### src/hw/rtl/assert_macros.svh
// Assertion helpers shared by the RTL. Simulation builds get concurrent
// assertions that report through $error; synthesis builds get nothing.
`ifndef ASSERT_MACROS_SVH
`define ASSERT_MACROS_SVH

`ifndef SYNTHESIS

// Clocked check, switched off while reset is high.
`define ASSERT_CLK(label, clk, rst, prop, msg) \
   label: assert property (@(posedge clk) disable iff (rst) prop) \
      else $error(msg);

// Clocked check that also holds during reset.
`define ASSERT_CLK_ALWAYS(label, clk, prop, msg) \
   label: assert property (@(posedge clk) prop) \
      else $error(msg);

`else

`define ASSERT_CLK(label, clk, rst, prop, msg)
`define ASSERT_CLK_ALWAYS(label, clk, prop, msg)

`endif

`endif

### src/hw/rtl/mtm_ram.sv
`timescale 1ns / 1ps
`default_nettype none

// Simple dual-port RAM: one write and one read per cycle, registered read.
// A read of the address being written returns the old contents.
module mtm_ram #(
   parameter int WIDTH = 8,
   parameter int DEPTH = 256
) (
   input  logic                     clock,
   input  logic                     wr_en,
   input  logic [$clog2(DEPTH)-1:0] wr_addr,
   input  logic [WIDTH-1:0]         wr_data,
   input  logic [$clog2(DEPTH)-1:0] rd_addr,
   output logic [WIDTH-1:0]         rd_data
);

   logic [WIDTH-1:0] mem_ff [DEPTH];

   always_ff @(posedge clock) begin
      rd_data <= mem_ff[rd_addr];
      if (wr_en) begin
         mem_ff[wr_addr] <= wr_data;
      end
   end

endmodule

`default_nettype wire

### config.mk
export PLATFORM = sky130hd
export DESIGN_NAME = mtm_ram
export DESIGN_NICKNAME = d
export VERILOG_FILES = /design/src/hw/rtl/assert_macros.svh /design/src/hw/rtl/mtm_ram.sv
export SDC_FILE = /design/constraint.sdc
export NUM_CORES = 2
export LEC_CHECK = 0
export BUFFER_PORTS_ARGS = -buffer_cell sky130_fd_sc_hd__buf_2
export CAP_MARGIN = 20
export CORE_AREA = 2 2 424 426
export DETAILED_ROUTE_END_ITERATION = 16
export DIE_AREA = 0 0 426 428
export GPL_ROUTABILITY_DRIVEN = 0
export GPL_TIMING_DRIVEN = 0
export HOLD_SLACK_MARGIN = 0.08
export SYNTH_ARGS = -nofsm -noshare
export SYNTH_HDL_FRONTEND = slang
export SYNTH_SLANG_ARGS = --single-unit
### constraint.sdc
create_clock -name clock -period 7.9 [get_ports clock]
set_input_delay 2.37 -clock clock [delete_from_list [all_inputs] [get_ports clock]]
set_output_delay 2.37 -clock clock [all_outputs]
set_load 0.01 [all_outputs]
==> qor.yml <==
floorplanning:
  rows: 155
  dieHeight_um: 428
  num_io_pins: 34
  core_region_area_mm2: 0.178
  die_width_um: 426
  die_area_mm2: 0.182
  initial_utilization: 0.448
clock_tree:
  postCtsSetupRepairBufs: 0
  clk_latency_ns: 0.87
  cts_sinks: 2056
  clkTransAtPathRegs_ns: 0.06
  post_cts_resized: 0
  cts_tree: "yes"
  clock_path_buffers: 3
  cts_root_buf: "clkbuf_16"
  cts_hold_buf: 0
  h-tree-depth: 4
  cts_inserted_buffers: 203
routing:
  first_pass_iters: 5
  viasPerCell: 6.36
  routed_wl_um: 244000
  route.vias.total: 41600
  avgRoutedWirePerCell_um: 37.3
  drt_iter0_markers: 6641
  ant_nets: 0
  drc_errors: 0
run:
  cap_violations: 0
synth:
  netlist_area_mm2: 0.0796
  synth_nets: 3759
  synth-seq-area-share: 0.775
  synth_ff_type: "edfxtp_1"
  synth-async-reset-ratio: 0
  yosysUniqueCellTypes: 55
  synth_top_area_frac: 0.773
  yosysTopAreaCell: "edfxtp_1"
  synth.ff_latch_count: 2056
  synth-edff-count: 2048
  synth.most_common_cell: "edfxtp_1"
  yosys_warnings: 0
  avgSynthCellArea_um2: 21.3
  synth_common_cells: "2048 x edfxtp_1, 454 x mux4_2, 282 x nor2_1, 134 x mux2i_1, 133 x a22oi_1"
  yosys-top-cells-area: "edfxtp_1 77%, mux4_2 13%, mux2i_1 1.7%"
  syn_inst: 3733
worst_setup_path:
  cp_max_fo: 10
  worst_ep_required_time_ns: 8.64
  end_kind: "register"
  slowest_delay_ns: 1.13
  critPathKind: "in -> reg"
  cp.arrival_ns: 6.99
  cp_slowest_cell: "a221oi_1"
  cp_cell_sequence: "buf_2 -> buf_4 -> clkbuf_1 -> nor2_1 -> clkbuf_1 -> a221oi_1 -> o32ai_1 -> nor3_1 -> nor4_1 -> buf_2"
  cp-start-kind: "primary input"
timing:
  rsz0062_at_grt: "no"
  min_period_ns: 6.25
  setup_violations: 0
  slew_headroom: 0.134
  worst_pin_slew_ns: 1.29
  hold_viol: 0
  final_max_slew_viol_count: 0
  skew_ns: 0.0581
  finalCritPeriodShare: 0.791
  timing.setup.tns_ns: 0
  max_freq_ghz: 0.160
finish:
  nets: 4043
  drive_above_1_share: 0.229
  area_delta_synth_final_pct: 13.1
  n_fill_cell: 14200
power_and_ir_drop:
  ir_drop_mv: 0.247
  p_leak_nw: 27.7
  swShare: 0.225
  powerDensity_mw_per_mm2: 254
  power_switching_mw: 5.14
  p_int_mw: 17.7
  clockPowerShare: 0.416
  power_frac_seq: 0.527
  combPwrFrac: 0.058
  finalPower_mw: 22.9
status:
  run_status: "finished, final reports clean"
global_routing:
  antenna_found_initial: 14
  grt_pass1_vias: 40300
  grt_pass1_wl_um: 332000
  grt.overflow.total: 0
  grt_max_degree: 158
  grtUsageTotal: 0.267
hold_path:
  min_path_type: "reg -> reg"
place:
  hpwl_um: 163000
  port-buffer-count: 26
-- flip-flops by register name, summed over array words and instances, names as in the netlist --
name     cells
rd_data      8
mem_ff    2048
-- path summary, 6_finish.rpt --
| check | from | to | slack, ns | cells past startpoint |
|---|---|---|---|---|
| worst min-delay path | mem_ff[88][7] | rd_data[7] | 1.48 | 6 |
| worst min register to register | mem_ff[88][7] | rd_data[7] | 1.48 | 6 |
| worst max-delay path | rd_addr[4] | rd_data[3] | 1.65 | 10 |
| worst max register to register | mem_ff[211][3] | rd_data[3] | 4.26 | 7 |
-- placed cells by master, fill, tap and decap left out, types with 11 or more instances in the layout --
| cell | netlist | final |
|---|---|---|
| o22ai_1 | 28 | 28 |
| buf_16 | 0 | 12 |
| nand2_1 | 33 | 33 |
| clkbuf_1 | 111 | 142 |
| mux4_2 | 454 | 454 |
| a211oi_1 | 16 | 16 |
| a22oi_1 | 133 | 133 |
| a21oi_1 | 96 | 96 |
| bufinv_16 | 0 | 15 |
| a221oi_1 | 13 | 11 |
| clkbuf_2 | 0 | 21 |
| mux2i_1 | 134 | 134 |
| buf_8 | 13 | 34 |
| o221ai_1 | 46 | 46 |
| buf_6 | 21 | 28 |
| buf_4 | 27 | 34 |
| buf_2 | 31 | 64 |
| nand3_1 | 34 | 34 |
| edfxtp_1 | 2048 | 2048 |
| nor4_1 | 24 | 24 |
| nor2b_1 | 31 | 31 |
| nor3_1 | 22 | 22 |
| buf_1 | 22 | 19 |
| clkinv_2 | 0 | 46 |
| nor2_1 | 282 | 282 |
| clkbuf_16 | 0 | 204 |
| clkinv_1 | 1 | 34 |
-- critical path: cells and delay by family --
kind	cells	cell delay, ns
buffers and inverters	5	1.81
AOI/OAI and AO/OA	2	1.53
and+or+nand+nor	3	1.20
-- area by class of cell --
| class | instances | area [µm²] | share of cell area |
|---|---|---|---|
| clock buffers | 259 | 5340 | 0.0594 |
| multi-input cells | 1442 | 16500 | 0.183 |
| diodes | 8 | 20.0 | 0.000223 |
| inverters | 2 | 7.51 | 0.0000834 |
| clock inverters | 111 | 1110 | 0.0123 |
| flip-flops and latches | 2056 | 61700 | 0.685 |
| well taps | 2355 | 2950 | 0.0328 |
| repair buffers | 79 | 948 | 0.0105 |
| plain buffers | 233 | 1480 | 0.0164 |
-- per-stage QoR --
stage	setup WS [ns]	hold WS [ns]	instances	instance area, µm²	utilization
3_3_place_gp	0.464	1.48	6114	82600	0.465
4_1_cts	1.90	1.46	6530	89900	0.506
5_1_grt	1.83	1.46	6538	89900	0.506
6_report	1.65	1.48	6545	90000	0.506
2_1_floorplan	3.59	0.770	3733	79600	-
3_5_place_dp	0.964	1.44	6160	83400	0.470
-- power groups by stage --
stage               clock (mW)  combinational, mW  sequential (mW)
floorplan                    0              0.584             12.3
global placement             0               1.24             12.3
detailed placement           0               1.29             12.3
CTS                       9.56               1.30             12.0
global route              9.98               1.34             12.0
finish                    9.50               1.31             12.0
-- logic make-up after synthesis --
kind of cell / count (synthesis) / synth area share
AO/OA/AOI/OAI: 385 / 0.0342
AND/OR/NAND/NOR: 466 / 0.0263
multiplexers: 591 / 0.146
buffers and inverters: 235 / 0.0183
flip-flops: 2056 / 0.775
-- layer usage --
metal  wire [µm]  track usage  share of wire
met1       93900        0.369           0.38
met2      112000        0.402           0.46
met3       25800       0.0664           0.11
met4       12800        0.125          0.052
met5          19            0       0.000078
(Power assumes the default switching activity.)
